<file path="src/rtl/core/qyd_pkg.sv">
package qyd_pkg;

  localparam int SLOTS_PER_REV = 448;
  localparam int COUNT_WIDTH   = 24;

  // Degrees per revolution, doubled so that the half-slot rounding stays integral.
  localparam int DEG_SCALE = 720;

  localparam int IN_DATA_W  = 32;
  localparam int IN_USER_W  = 2;
  localparam int OUT_DATA_W = 88;

  localparam int FIELD_W     = 24;
  localparam int WRAP_DEG_W  = 10;

  typedef enum logic [1:0] {
    CMD_PINS     = 2'd0,
    CMD_LOAD_ABS = 2'd1,
    CMD_LOAD_MAP = 2'd2,
    CMD_COMPUTE  = 2'd3
  } qyd_cmd_t;

  // Count and flag data that travels beside the degree pipeline.
  typedef struct packed {
    logic               comp;
    logic [FIELD_W-1:0] slot;
    logic [FIELD_W-1:0] wrap;
  } qyd_tag_t;

  // Next pin state in the forward direction of the sequence 00 -> 10 -> 11 -> 01.
  function automatic logic [1:0] next_up(input logic [1:0] pins);
    logic [1:0] nxt;
    unique case (pins)
      2'b00: nxt = 2'b10;
      2'b01: nxt = 2'b00;
      2'b10: nxt = 2'b11;
      2'b11: nxt = 2'b01;
      default: nxt = 2'b00;
    endcase
    return nxt;
  endfunction

  // Width that holds the magnitude of DEG_SCALE * count + slots.
  function automatic int num_width(input int cw);
    int w;
    w = (cw + 9 > 16) ? cw + 9 : 16;
    return w + 1;
  endfunction

  function automatic int deg_width(input int cw);
    int nw;
    nw = num_width(cw);
    return (nw > FIELD_W) ? nw : FIELD_W;
  endfunction

endpackage

</file>
<file path="src/rtl/core/quadrature_yaw_decoder.sv">
// Channel | Direction | Signals                          | Contents
// in      | slave     | in_tvalid in_tready in_tdata      | command, pin sample, load value
//         |           | in_tuser                         |
// out     | master    | out_tvalid out_tready out_tdata   | counts and degrees after the item
//
// One item is accepted per cycle while in_tready is high; each gives one result.
// The degree converter forms the signed numerator, then does a reciprocal multiply, a
// remainder step, a second reciprocal multiply and a sign restore, each in its own stage,
// between the count update register and the output register. Counts are updated at the
// cycle of acceptance. Reset (rst_n low, synchronous) clears the counts, the pin history,
// the degree registers and the pipeline. A stall at the output holds every full stage;
// empty stages ahead of it still fill, so input is taken as long as a bubble remains.
module quadrature_yaw_decoder #(
  parameter int SLOTS_PER_REV = qyd_pkg::SLOTS_PER_REV,
  parameter int COUNT_WIDTH   = qyd_pkg::COUNT_WIDTH
) (
  input  logic                            clk,
  input  logic                            rst_n,
  input  logic                            in_tvalid,
  output logic                            in_tready,
  // pins [1:0], load_value [25:2], zero [31:26]
  input  logic [qyd_pkg::IN_DATA_W-1:0]   in_tdata,
  // cmd [1:0]
  input  logic [qyd_pkg::IN_USER_W-1:0]   in_tuser,
  output logic                            out_tvalid,
  input  logic                            out_tready,
  // slot_count [23:0], wrapped_count [47:24], total_degrees [71:48],
  // wrapped_degrees [81:72], zero [87:82]
  output logic [qyd_pkg::OUT_DATA_W-1:0]  out_tdata
);

  localparam int NST = 7;
  localparam int OW  = qyd_pkg::deg_width(COUNT_WIDTH);
  localparam int FW  = qyd_pkg::FIELD_W;
  localparam int WW  = qyd_pkg::WRAP_DEG_W;

  qyd_pkg::qyd_cmd_t       cmd;
  logic [1:0]              pins;
  logic signed [32:0]      lv_wide;
  logic [COUNT_WIDTH-1:0]  lv;
  logic signed [32:0]      map_wide;
  logic                    map_clr;
  logic                    accept;

  logic [1:0]              last_pins_r;
  logic [1:0]              last_pins_nxt;
  logic [COUNT_WIDTH-1:0]  abs_count_r;
  logic [COUNT_WIDTH-1:0]  abs_count_nxt;
  logic [COUNT_WIDTH-1:0]  map_count_r;
  logic [COUNT_WIDTH-1:0]  map_count_nxt;
  logic [31:0]             abs_ext;
  logic [31:0]             map_ext;

  logic [NST-1:0]          en;
  logic [NST-1:0]          v_r;
  qyd_pkg::qyd_tag_t       tag_nxt;
  qyd_pkg::qyd_tag_t       tag_r [NST];
  logic [COUNT_WIDTH-1:0]  st0_abs_r;
  logic [COUNT_WIDTH-1:0]  st0_map_r;

  logic [OW-1:0]           abs_deg;
  logic [OW-1:0]           map_deg;
  logic [FW-1:0]           abs_deg_r;
  logic [WW-1:0]           map_deg_r;

  assign cmd      = qyd_pkg::qyd_cmd_t'(in_tuser);
  assign pins     = in_tdata[1:0];
  assign lv_wide  = 33'($signed(in_tdata[25:2]));
  assign lv       = lv_wide[COUNT_WIDTH-1:0];
  assign map_wide = 33'($signed(map_count_r));
  assign map_clr  = (map_wide >= 33'(SLOTS_PER_REV)) || (map_wide <= -33'(SLOTS_PER_REV));
  assign accept   = in_tvalid && in_tready;

  // A stage may load when it is empty or when the stage after it moves on.
  always_comb begin
    en[NST-1] = !v_r[NST-1] || out_tready;
    for (int i = NST - 2; i >= 0; i--) begin
      en[i] = !v_r[i] || en[i+1];
    end
  end

  assign in_tready = en[0];

  always_comb begin
    last_pins_nxt = last_pins_r;
    abs_count_nxt = abs_count_r;
    map_count_nxt = map_count_r;
    if (accept) begin
      unique case (cmd)
        qyd_pkg::CMD_PINS: begin
          if (pins == qyd_pkg::next_up(last_pins_r)) begin
            abs_count_nxt = abs_count_r + 1'b1;
            map_count_nxt = map_count_r + 1'b1;
          end else if (last_pins_r == qyd_pkg::next_up(pins)) begin
            abs_count_nxt = abs_count_r - 1'b1;
            map_count_nxt = map_count_r - 1'b1;
          end
          last_pins_nxt = pins;
        end
        qyd_pkg::CMD_LOAD_ABS: begin
          abs_count_nxt = lv;
        end
        qyd_pkg::CMD_LOAD_MAP: begin
          map_count_nxt = lv;
        end
        qyd_pkg::CMD_COMPUTE: begin
          if (map_clr) begin
            map_count_nxt = '0;
          end
        end
      endcase
    end
  end

  // The count fields show the low bits of the unsigned count word.
  assign abs_ext = 32'(abs_count_nxt);
  assign map_ext = 32'(map_count_nxt);

  always_comb begin
    tag_nxt.comp = (cmd == qyd_pkg::CMD_COMPUTE);
    tag_nxt.slot = abs_ext[FW-1:0];
    tag_nxt.wrap = map_ext[FW-1:0];
  end

  always_ff @(posedge clk) begin
    if (!rst_n) begin
      last_pins_r <= '0;
      abs_count_r <= '0;
      map_count_r <= '0;
      abs_deg_r   <= '0;
      map_deg_r   <= '0;
      v_r         <= '0;
    end else begin
      last_pins_r <= last_pins_nxt;
      abs_count_r <= abs_count_nxt;
      map_count_r <= map_count_nxt;
      if (en[0]) begin
        v_r[0] <= in_tvalid;
      end
      for (int i = 1; i < NST; i++) begin
        if (en[i]) begin
          v_r[i] <= v_r[i-1];
        end
      end
      // The degree registers change in item order, as a compute item reaches the output.
      if (en[NST-1] && v_r[NST-2] && tag_r[NST-2].comp) begin
        abs_deg_r <= abs_deg[FW-1:0];
        map_deg_r <= map_deg[WW-1:0];
      end
    end
  end

  always_ff @(posedge clk) begin
    if (en[0]) begin
      tag_r[0]  <= tag_nxt;
      st0_abs_r <= abs_count_nxt;
      st0_map_r <= map_count_nxt;
    end
    for (int i = 1; i < NST; i++) begin
      if (en[i]) begin
        tag_r[i] <= tag_r[i-1];
      end
    end
  end

  qyd_deg_conv #(
    .COUNT_WIDTH   (COUNT_WIDTH),
    .SLOTS_PER_REV (SLOTS_PER_REV)
  ) u_abs_conv (
    .clk     (clk),
    .en_i    (en[5:1]),
    .count_i (st0_abs_r),
    .deg_o   (abs_deg)
  );

  qyd_deg_conv #(
    .COUNT_WIDTH   (COUNT_WIDTH),
    .SLOTS_PER_REV (SLOTS_PER_REV)
  ) u_map_conv (
    .clk     (clk),
    .en_i    (en[5:1]),
    .count_i (st0_map_r),
    .deg_o   (map_deg)
  );

  assign out_tvalid = v_r[NST-1];
  assign out_tdata  = {6'b0, map_deg_r, abs_deg_r, tag_r[NST-1].wrap, tag_r[NST-1].slot};

endmodule

</file>
<file path="src/rtl/core/qyd_deg_conv.sv">
module qyd_deg_conv #(
  parameter int COUNT_WIDTH   = qyd_pkg::COUNT_WIDTH,
  parameter int SLOTS_PER_REV = qyd_pkg::SLOTS_PER_REV
) (
  input  logic                                        clk,
  input  logic [4:0]                                  en_i,
  input  logic [COUNT_WIDTH-1:0]                      count_i,
  output logic [qyd_pkg::deg_width(COUNT_WIDTH)-1:0]  deg_o
);

  localparam int D   = 2 * SLOTS_PER_REV;
  localparam int RW  = $clog2(D);
  localparam int NW  = qyd_pkg::num_width(COUNT_WIDTH);
  localparam int OW  = qyd_pkg::deg_width(COUNT_WIDTH);
  // The magnitude is divided in two chunks: a high part, then the remainder joined
  // to the low part. Each chunk stays within a 32-bit reciprocal multiply.
  localparam int K1  = (32 - RW < NW - 1) ? 32 - RW : NW - 1;
  localparam int N0  = NW - K1;
  localparam int N1  = RW + K1;
  localparam int SH0 = N0 + RW;
  localparam int SH1 = N1 + RW;
  localparam int P0  = 2 * N0 + 1;
  localparam int P1  = 2 * N1 + 1;
  localparam int TW  = N0 + RW + 1;

  localparam logic [63:0] M0_FULL = ((64'd1 << SH0) + 64'(D) - 64'd1) / 64'(D);
  localparam logic [63:0] M1_FULL = ((64'd1 << SH1) + 64'(D) - 64'd1) / 64'(D);
  localparam logic [N0:0] M0 = M0_FULL[N0:0];
  localparam logic [N1:0] M1 = M1_FULL[N1:0];

  logic signed [NW:0] c_ext;
  logic signed [NW:0] num;
  logic signed [NW:0] num_abs;
  logic               s1_neg_r;
  logic [NW-1:0]      s1_x_r;

  logic [N0-1:0]      x_hi;
  logic [P0-1:0]      prod0;
  logic [N0-1:0]      q0_nxt;
  logic               s2_neg_r;
  logic [N0-1:0]      s2_q0_r;
  logic [N0-1:0]      s2_xhi_r;
  logic [K1-1:0]      s2_xlo_r;

  logic [TW-1:0]      prodd;
  logic [TW-1:0]      rem;
  logic [N1-1:0]      x1_nxt;
  logic               s3_neg_r;
  logic [N0-1:0]      s3_q0_r;
  logic [N1-1:0]      s3_x1_r;

  logic [P1-1:0]      prod1;
  logic [K1-1:0]      q1_nxt;
  logic               s4_neg_r;
  logic [NW-1:0]      s4_q_r;

  logic [OW-1:0]      q_ext;
  logic [OW-1:0]      deg_nxt;
  logic [OW-1:0]      deg_r;

  // Stage 1: signed numerator and its magnitude.
  always_comb begin
    c_ext   = (NW + 1)'($signed(count_i));
    num     = c_ext * (NW + 1)'(qyd_pkg::DEG_SCALE) + (NW + 1)'(SLOTS_PER_REV);
    num_abs = num[NW] ? -num : num;
  end

  // Stage 2: quotient of the high chunk.
  always_comb begin
    x_hi   = s1_x_r[NW-1:K1];
    prod0  = P0'(x_hi) * P0'(M0);
    q0_nxt = N0'(prod0 >> SH0);
  end

  // Stage 3: remainder of the high chunk, joined to the low chunk.
  always_comb begin
    prodd  = TW'(s2_q0_r) * TW'(D);
    rem    = TW'(s2_xhi_r) - prodd;
    x1_nxt = {rem[RW-1:0], s2_xlo_r};
  end

  // Stage 4: quotient of the low chunk; it always fits below 2**K1.
  always_comb begin
    prod1  = P1'(s3_x1_r) * P1'(M1);
    q1_nxt = K1'(prod1 >> SH1);
  end

  // Stage 5: restore the sign, truncating toward zero.
  always_comb begin
    q_ext   = OW'(s4_q_r);
    deg_nxt = s4_neg_r ? -q_ext : q_ext;
  end

  always_ff @(posedge clk) begin
    if (en_i[0]) begin
      s1_neg_r <= num[NW];
      s1_x_r   <= num_abs[NW-1:0];
    end
    if (en_i[1]) begin
      s2_neg_r <= s1_neg_r;
      s2_q0_r  <= q0_nxt;
      s2_xhi_r <= x_hi;
      s2_xlo_r <= s1_x_r[K1-1:0];
    end
    if (en_i[2]) begin
      s3_neg_r <= s2_neg_r;
      s3_q0_r  <= s2_q0_r;
      s3_x1_r  <= x1_nxt;
    end
    if (en_i[3]) begin
      s4_neg_r <= s3_neg_r;
      s4_q_r   <= {s3_q0_r, q1_nxt};
    end
    if (en_i[4]) begin
      deg_r <= deg_nxt;
    end
  end

  assign deg_o = deg_r;

endmodule

</file>
<file path="config.mk">
export PLATFORM = sky130hd
export DESIGN_NAME = quadrature_yaw_decoder
export DESIGN_NICKNAME = d
export VERILOG_FILES = /design/src/rtl/core/qyd_pkg.sv /design/src/rtl/core/quadrature_yaw_decoder.sv /design/src/rtl/core/qyd_deg_conv.sv
export SDC_FILE = /design/constraint.sdc
export NUM_CORES = 2
export LEC_CHECK = 0
export BUFFER_PORTS_ARGS = -buffer_cell sky130_fd_sc_hd__buf_4
export CAP_MARGIN = 5
export CORE_MARGIN = 3
export CORE_UTILIZATION = 35
export CTS_CLUSTER_DIAMETER = 40
export CTS_CLUSTER_SIZE = 24
export DETAILED_ROUTE_END_ITERATION = 7
export GPL_TIMING_DRIVEN = 0
export PLACE_DENSITY = 0.61
export SKIP_CTS_REPAIR_TIMING = 1
export SYNTH_ARGS = -nofsm -noshare
export SYNTH_HDL_FRONTEND = slang
export SYNTH_SLANG_ARGS = --single-unit
</file>
<file path="constraint.sdc">
create_clock -name clk -period 8.5 [get_ports clk]
set_input_delay 1.275 -clock clk [delete_from_list [all_inputs] [get_ports clk]]
set_output_delay 1.275 -clock clk [all_outputs]
set_load 0.03 [all_outputs]
</file>
Word-level counts from Yosys, hierarchy flattened --
Memory sizes are Yosys's and may differ from the RTL's. Cells that the tools add are included.
Storage, ports and cells: flip-flop bits (word level) 419, memory bits (writable) 343, output and inout port bits 90, word-level logic and storage cells 127, memories 1
Operators by class: add/subtract/negate cells 12, multipliers 8, $lt $le $gt $ge 2, equal/unequal tests 11, multiplexer cells 34, reduce and logical (&&, ||, !) cells 22
Memories:
- tag_r | words 7, width 49, read ports 7, clocked after memory_dff 0, write ports 7, RTL line quadrature_yaw_decoder.sv:57 | qyd_pkg::qyd_tag_t tag_r [NST];
Operator list (count):
- 24-bit two-way mux | 8
- 24-bit one-hot mux with 3 select lines | 1
- 35-bit by 10-bit adder with 35-bit output (second input constant) | 2
- 34-bit two-way mux | 2
- 34-bit negator | 2
- 32-bit by 33-bit multiplier with 64-bit output (second input constant) | 1
- 24-bit by 7-bit multiplier with 31-bit output (second input constant) | 2
- 32-bit by 33-bit multiplier with 52-bit output (second input constant) | 1
- 24-bit by 1-bit adder with 24-bit output (second input constant) | 2
- 12-bit by 12-bit multiplier with 24-bit output (second input constant) | 2
- 24-bit one-hot mux with 2 select lines | 1
- 24-bit by 1-bit subtractor with 24-bit output (second input constant) | 2
- 24-bit by 10-bit greater-or-equal comparator with 1-bit output (second input constant) | 1
- 24-bit by 10-bit less-or-equal comparator with 1-bit output (second input constant) | 1
- 24-bit negator | 1
- 10-bit subtractor | 2
- 2-bit one-hot mux with 4 select lines | 2
- 1-bit two-way mux | 14
- 2-bit equality test (second input constant) | 6
- 10-bit two-way mux | 1
- 2-bit two-way mux | 5
- 10-bit negator | 1
- 1-bit logical OR | 8
- 1-bit logical NOT | 7
- other kinds (6) | 14

Logic depth before layout (Yosys ltp) --
word-level depth 19, gate-level depth with buffers 25, gate-level depth less buffers 25

Hierarchy --
Synthesis repeated with hierarchy kept, for this count alone.
Unflattened totals: cell total of the unflattened synthesis 5211, area total of the unflattened synthesis 58700.0 um^2
By module, submodules not included:
- qyd_deg_conv (u_abs_conv) | times used 1, cells an instance 2025, area each 21130.3 um^2, seq. area each 4654.5 um^2
- qyd_deg_conv (u_map_conv) | times used 1, cells an instance 1999, area each 21109.0 um^2, seq. area each 4654.5 um^2
- quadrature_yaw_decoder | times used 1, cells an instance 1187, area each 16460.8 um^2, seq. area each 12091.6 um^2

Worst setup path after synthesis --
Ideal clock, no wire load.
path kind register to register, start point register u_abs_conv.s3_x1_r[27], end point register u_abs_conv.s4_q_r[21], in the netlist u_abs_conv.q_ext[21], data pin, data arrival time 6.377 ns, data required time 8.229 ns, setup slack 1.852 ns, cell stages (with the launch flop) 25, buffers on the path 0, cells stage by stage edfxtp_1 > ha_1 > inv_1 > fa_1 > fa_1 > inv_1 > fa_1 > inv_1 > fa_1 > fa_1 > inv_1 > ha_1 > ha_1 > a21o_1 > a21o_1 > a21o_1 > a21oi_1 > o211a_1 > o21ai_0 > o21a_1 > a2bb2oi_1 > a31oi_1 > nor2b_1 > a2111oi_0 > xnor2_1
On the way: cells in the longest elaborated chain, start to end 1
Ends and longest elaborated chain:
- start, declared | RTL line qyd_deg_conv.sv:50 | logic [N1-1:0] s3_x1_r;
- start signal, assigned | RTL line qyd_deg_conv.sv:108 | s3_x1_r <= x1_nxt;
- 32-bit by 33-bit multiplier with 64-bit output | RTL line qyd_deg_conv.sv:84 | prod1 = P1'(s3_x1_r) * P1'(M1);
- net u_abs_conv.prod1[63] | RTL line qyd_deg_conv.sv:52 | logic [P1-1:0] prod1;
- end signal, assigned | RTL line qyd_deg_conv.sv:112 | s4_q_r <= {s3_q0_r, q1_nxt};
- end, declared | RTL line qyd_deg_conv.sv:55 | logic [NW-1:0] s4_q_r;
The timed path passes the listed nets, and every way through them passes these cells. A chain may end at the register's enable or synchronous reset.

Worst setup path in the final report --
start point register u_abs_conv.s3_x1_r[30], end point register u_abs_conv.s4_q_r[21], in the netlist u_abs_conv.q_ext[21], data pin
Same word-level chain as after synthesis.

==> impl_metrics.env <==
export IMPL_grt_overflow_total=0
export IMPL_hold_path_end="tag_r[5][8]"
export IMPL_hold_path_class="reg -> reg"
export IMPL_cts_buffers=93
export IMPL_synth_async_reset_ratio_pct=0
export IMPL_initial_antenna_violation_count=2
export IMPL_hold_path_startpoint="tag_r[4][8]"
export IMPL_clock_latency_of_the_later_clocked_register_in_the_worst_skew_pair_ns=0.70
export IMPL_path_cells="ha_1, inv_1, fa_1, fa_1, inv_1, fa_1, inv_1, fa_1, fa_1, inv_1, ha_1, ha_1, a21o_1, a21o_1, a21o_1, a21oi_1, o211a_1, o21ai_0, o21a_1, a2bb2oi_1, a31oi_1, nor2b_1, a2111oi_0, xnor2_1"
export IMPL_synth_yosys_seq_area_share_pct=36.9
export IMPL_edff_count_synth=592
export IMPL_nNetsFinal=6167
export IMPL_timing_critical_path_arrival_ns=7.76
export IMPL_worst_clock_skew_ns=0.0645
export IMPL_final_setup_violation_count=0
export IMPL_avgViaCountPerCell=4.85
export IMPL_rsz0062_at_grt="no"
export IMPL_floorplan_die_height_um=396
export IMPL_max_cap_viol_count=0
export IMPL_post_route_min_period_ns=7.35
export IMPL_floorplan_initialDensity_pct=35.4
export IMPL_worst_setup_path_start_kind="register"
export IMPL_grt_first_pass_wirelength_um=186000
export IMPL_worstPathMaxFanout=4
export IMPL_post_synth_cell_area_avg_um2=11.3
export IMPL_tritoncts="built"
export IMPL_first_iter_violations=1938
export IMPL_reg2regPathDepth=24
export IMPL_layout_drive_gt1_share_pct=7.28
export IMPL_timing_critical_path_buf_inv=4
export IMPL_setup_reg_to_reg_worst_slack_ns=1.15
export IMPL_final_fill_count=14500
export IMPL_ys_seq_elements=683
export IMPL_timing_max_transition_violations_final=0
export IMPL_syn_inst=4700
export IMPL_setup_tns_ns=0
export IMPL_floorplan_die_width_um=396
export IMPL_clock_input_transition_at_the_sequential_cells_of_the_worst_setup_and_hold_paths_ns=0.06
export IMPL_final_common_cell="sky130_fd_sc_hd__inv_1"
export IMPL_worst_r2r_endpoint="u_abs_conv.q_ext[21]"
export IMPL_dp_hpwl_um=91700
export IMPL_first_global_vias=34800
export IMPL_yosys_warnings=0
export IMPL_maxSlewHeadroom_pct=33.4
export IMPL_port_buffer_count=112
export IMPL_globalRouteTotalUtil_pct=14.7
export IMPL_timing_critical_path_required_ns=8.91
export IMPL_critical_path_most_common_cell="sky130_fd_sc_hd__fa_1"
export IMPL_hold_slack_ns=0.394
export IMPL_timing_worst_slew_pin_value_ns=0.990
export IMPL_commonest_non_fill_non_tap_cells_in_the_layout="sky130_fd_sc_hd__inv_1, sky130_fd_sc_hd__ha_1, sky130_fd_sc_hd__edfxtp_1"
export IMPL_cp_slowest_cell="sky130_fd_sc_hd__fa_1"
export IMPL_drt_pass1_iterations=5
export IMPL_clock_tree_root_cell="sky130_fd_sc_hd__clkbuf_16"
export IMPL_io_pins=128
export IMPL_finalCritPeriodShare_pct=86.5
export IMPL_wirelength_routed_um=114000
export IMPL_fp_coreArea_um2=150000
export IMPL_std_cell_rows=142
export IMPL_remaining_drc_errors=0
export IMPL_path_delay_family="adder cells"
export IMPL_grt_start_max_net_pins=85
export IMPL_floorplan_die_area_um2=157000
export IMPL_critical_path_max_stage_delay_ns=0.78
export IMPL_synth_cell_type_count=103
export IMPL_cts_buffer_depth=3
export IMPL_syn_to_final_growth_pct=13.2
export IMPL_post_synth_top_area_fraction_pct=33.5
export IMPL_via_count=34000
export IMPL_report_final_hold_viol_count=0
export IMPL_avgRoutedWirePerCell_um=16.2
export IMPL_netlist_top_cells_area="sky130_fd_sc_hd__edfxtp_1, sky130_fd_sc_hd__ha_1, sky130_fd_sc_hd__fa_1"
export IMPL_setup_worst_path_end_class="register"
export IMPL_place_congestion=0.871
export IMPL_fmax_mhz=136
export IMPL_outcome="completed"
export IMPL_synth_top_area_cell="sky130_fd_sc_hd__edfxtp_1"
export IMPL_clock_sink_count=683
export IMPL_h_tree_depth=3
export IMPL_criticalPathCategory="reg -> reg"
export IMPL_synth_top_flop_cell="sky130_fd_sc_hd__edfxtp_1"
export IMPL_worst_r2r_startpoint="u_abs_conv.s3_x1_r[30]"
export IMPL_hold_depth=0
export IMPL_route_antenna_remaining_nets=0
export IMPL_num_antenna_cells=0
export IMPL_netlist_area_um2=53100
## routing by layer
metal | global-route usage (%) | routed length, um
met5 | 0 | 0
met4 | 3.19 | 2000
met3 | 2.28 | 5180
met2 | 23.5 | 51300
met1 | 21.1 | 55500
## cell usage after synthesis (10+ instances only)
cell type and number:
sky130_fd_sc_hd__ha_1 782, sky130_fd_sc_hd__nor2b_1 26, sky130_fd_sc_hd__nand2b_1 21, sky130_fd_sc_hd__nand3_1 88
sky130_fd_sc_hd__clkbuf_1 75, sky130_fd_sc_hd__nand4_1 47, sky130_fd_sc_hd__a211oi_1 19, sky130_fd_sc_hd__inv_1 866
sky130_fd_sc_hd__o22ai_1 33, sky130_fd_sc_hd__or3_1 25, sky130_fd_sc_hd__nor4_1 19, sky130_fd_sc_hd__a21oi_1 164
sky130_fd_sc_hd__a22oi_1 12, sky130_fd_sc_hd__xor2_1 53, sky130_fd_sc_hd__nor2_1 142, sky130_fd_sc_hd__edfxtp_1 592
sky130_fd_sc_hd__and3_1 39, sky130_fd_sc_hd__or4_1 13, sky130_fd_sc_hd__nor3_1 71, sky130_fd_sc_hd__and4_1 10
sky130_fd_sc_hd__o211ai_1 13, sky130_fd_sc_hd__o21a_1 27, sky130_fd_sc_hd__o21bai_1 16, sky130_fd_sc_hd__dfxtp_1 91
sky130_fd_sc_hd__o21ai_0 120, sky130_fd_sc_hd__fa_1 428, sky130_fd_sc_hd__a21o_1 91, sky130_fd_sc_hd__or2_2 13
sky130_fd_sc_hd__xnor2_1 173, sky130_fd_sc_hd__a21boi_0 38, sky130_fd_sc_hd__nand2_1 252, sky130_fd_sc_hd__mux2i_1 19
sky130_fd_sc_hd__and2_1 83, sky130_fd_sc_hd__o31ai_1 39, sky130_fd_sc_hd__a31oi_1 34
## kinds of logic after synthesis
| group | count (synthesis) | share of synthesized area (%) |
|---|---|---|
| AO/OA/AOI/OAI | 709 | 8.98 |
| adder cells (fa/ha/maj) | 1210 | 34.5 |
| XOR/XNOR | 227 | 3.77 |
| buffers and inverters | 964 | 6.92 |
| other | 1 | 0.00706 |
| AND/OR/NAND/NOR | 882 | 8.44 |
| multiplexers | 24 | 0.464 |
| flip-flops | 683 | 36.9 |
## how the worst max path moves through the flow
stage	from	to	slack (ns)	cells after the start
floorplan	u_abs_conv.s3_x1_r[27]	u_abs_conv.q_ext[21]	1.85	24
global placement	u_abs_conv.s3_x1_r[29]	u_abs_conv.q_ext[20]	1.18	22
detailed placement	u_abs_conv.s3_x1_r[30]	u_abs_conv.q_ext[21]	1.12	24
CTS	u_abs_conv.s3_x1_r[30]	u_abs_conv.q_ext[21]	1.09	24
global route	u_abs_conv.s3_x1_r[10]	u_abs_conv.q_ext[21]	0.67	24
finish	u_abs_conv.s3_x1_r[30]	u_abs_conv.q_ext[21]	1.15	24
## layout make-up
class | count | area, um2 | share of cell area (%)
Sequential cell | 683 | 19600 | 32.6
Clock buffer | 97 | 2370 | 3.95
Timing Repair Buffer | 119 | 1020 | 1.69
Buffer | 95 | 410 | 0.682
Multi-Input combinational cell | 3058 | 29900 | 49.7
Inverter | 869 | 3280 | 5.46
Clock inverter | 78 | 1040 | 1.72
Tap cell | 2016 | 2520 | 4.19
## through the flow
step	instances	util, %	setup slack [ns]	instance area, um2
after global placement	6833	37.6	1.18	56500
after detailed placement	6840	37.7	1.12	56700
final	7015	40.0	1.15	60100
after floorplan	4705	-	1.85	53200
after global routing	7015	40.0	0.665	60100
after CTS	7015	40.0	1.09	60100
## flip-flops by register name (all words and copies together), names as in the netlist, 24 cells and up
| name | count |
|---|---|
| u_abs_conv.deg_o | 24 |
| u_abs_conv.s3_x1_r | 28 |
| u_map_conv.s1_x_r | 30 |
| u_abs_conv.q_ext | 24 |
| abs_count_r | 24 |
| u_abs_conv.s1_x_r | 30 |
| tag_r | 290 |
| map_count_r | 24 |
| u_map_conv.s3_x1_r | 28 |
| abs_deg_r | 24 |
Power is left out: the tool's default activity adds up to more than one toggle a clock period on the data nets, which glitch-free logic cannot reach.
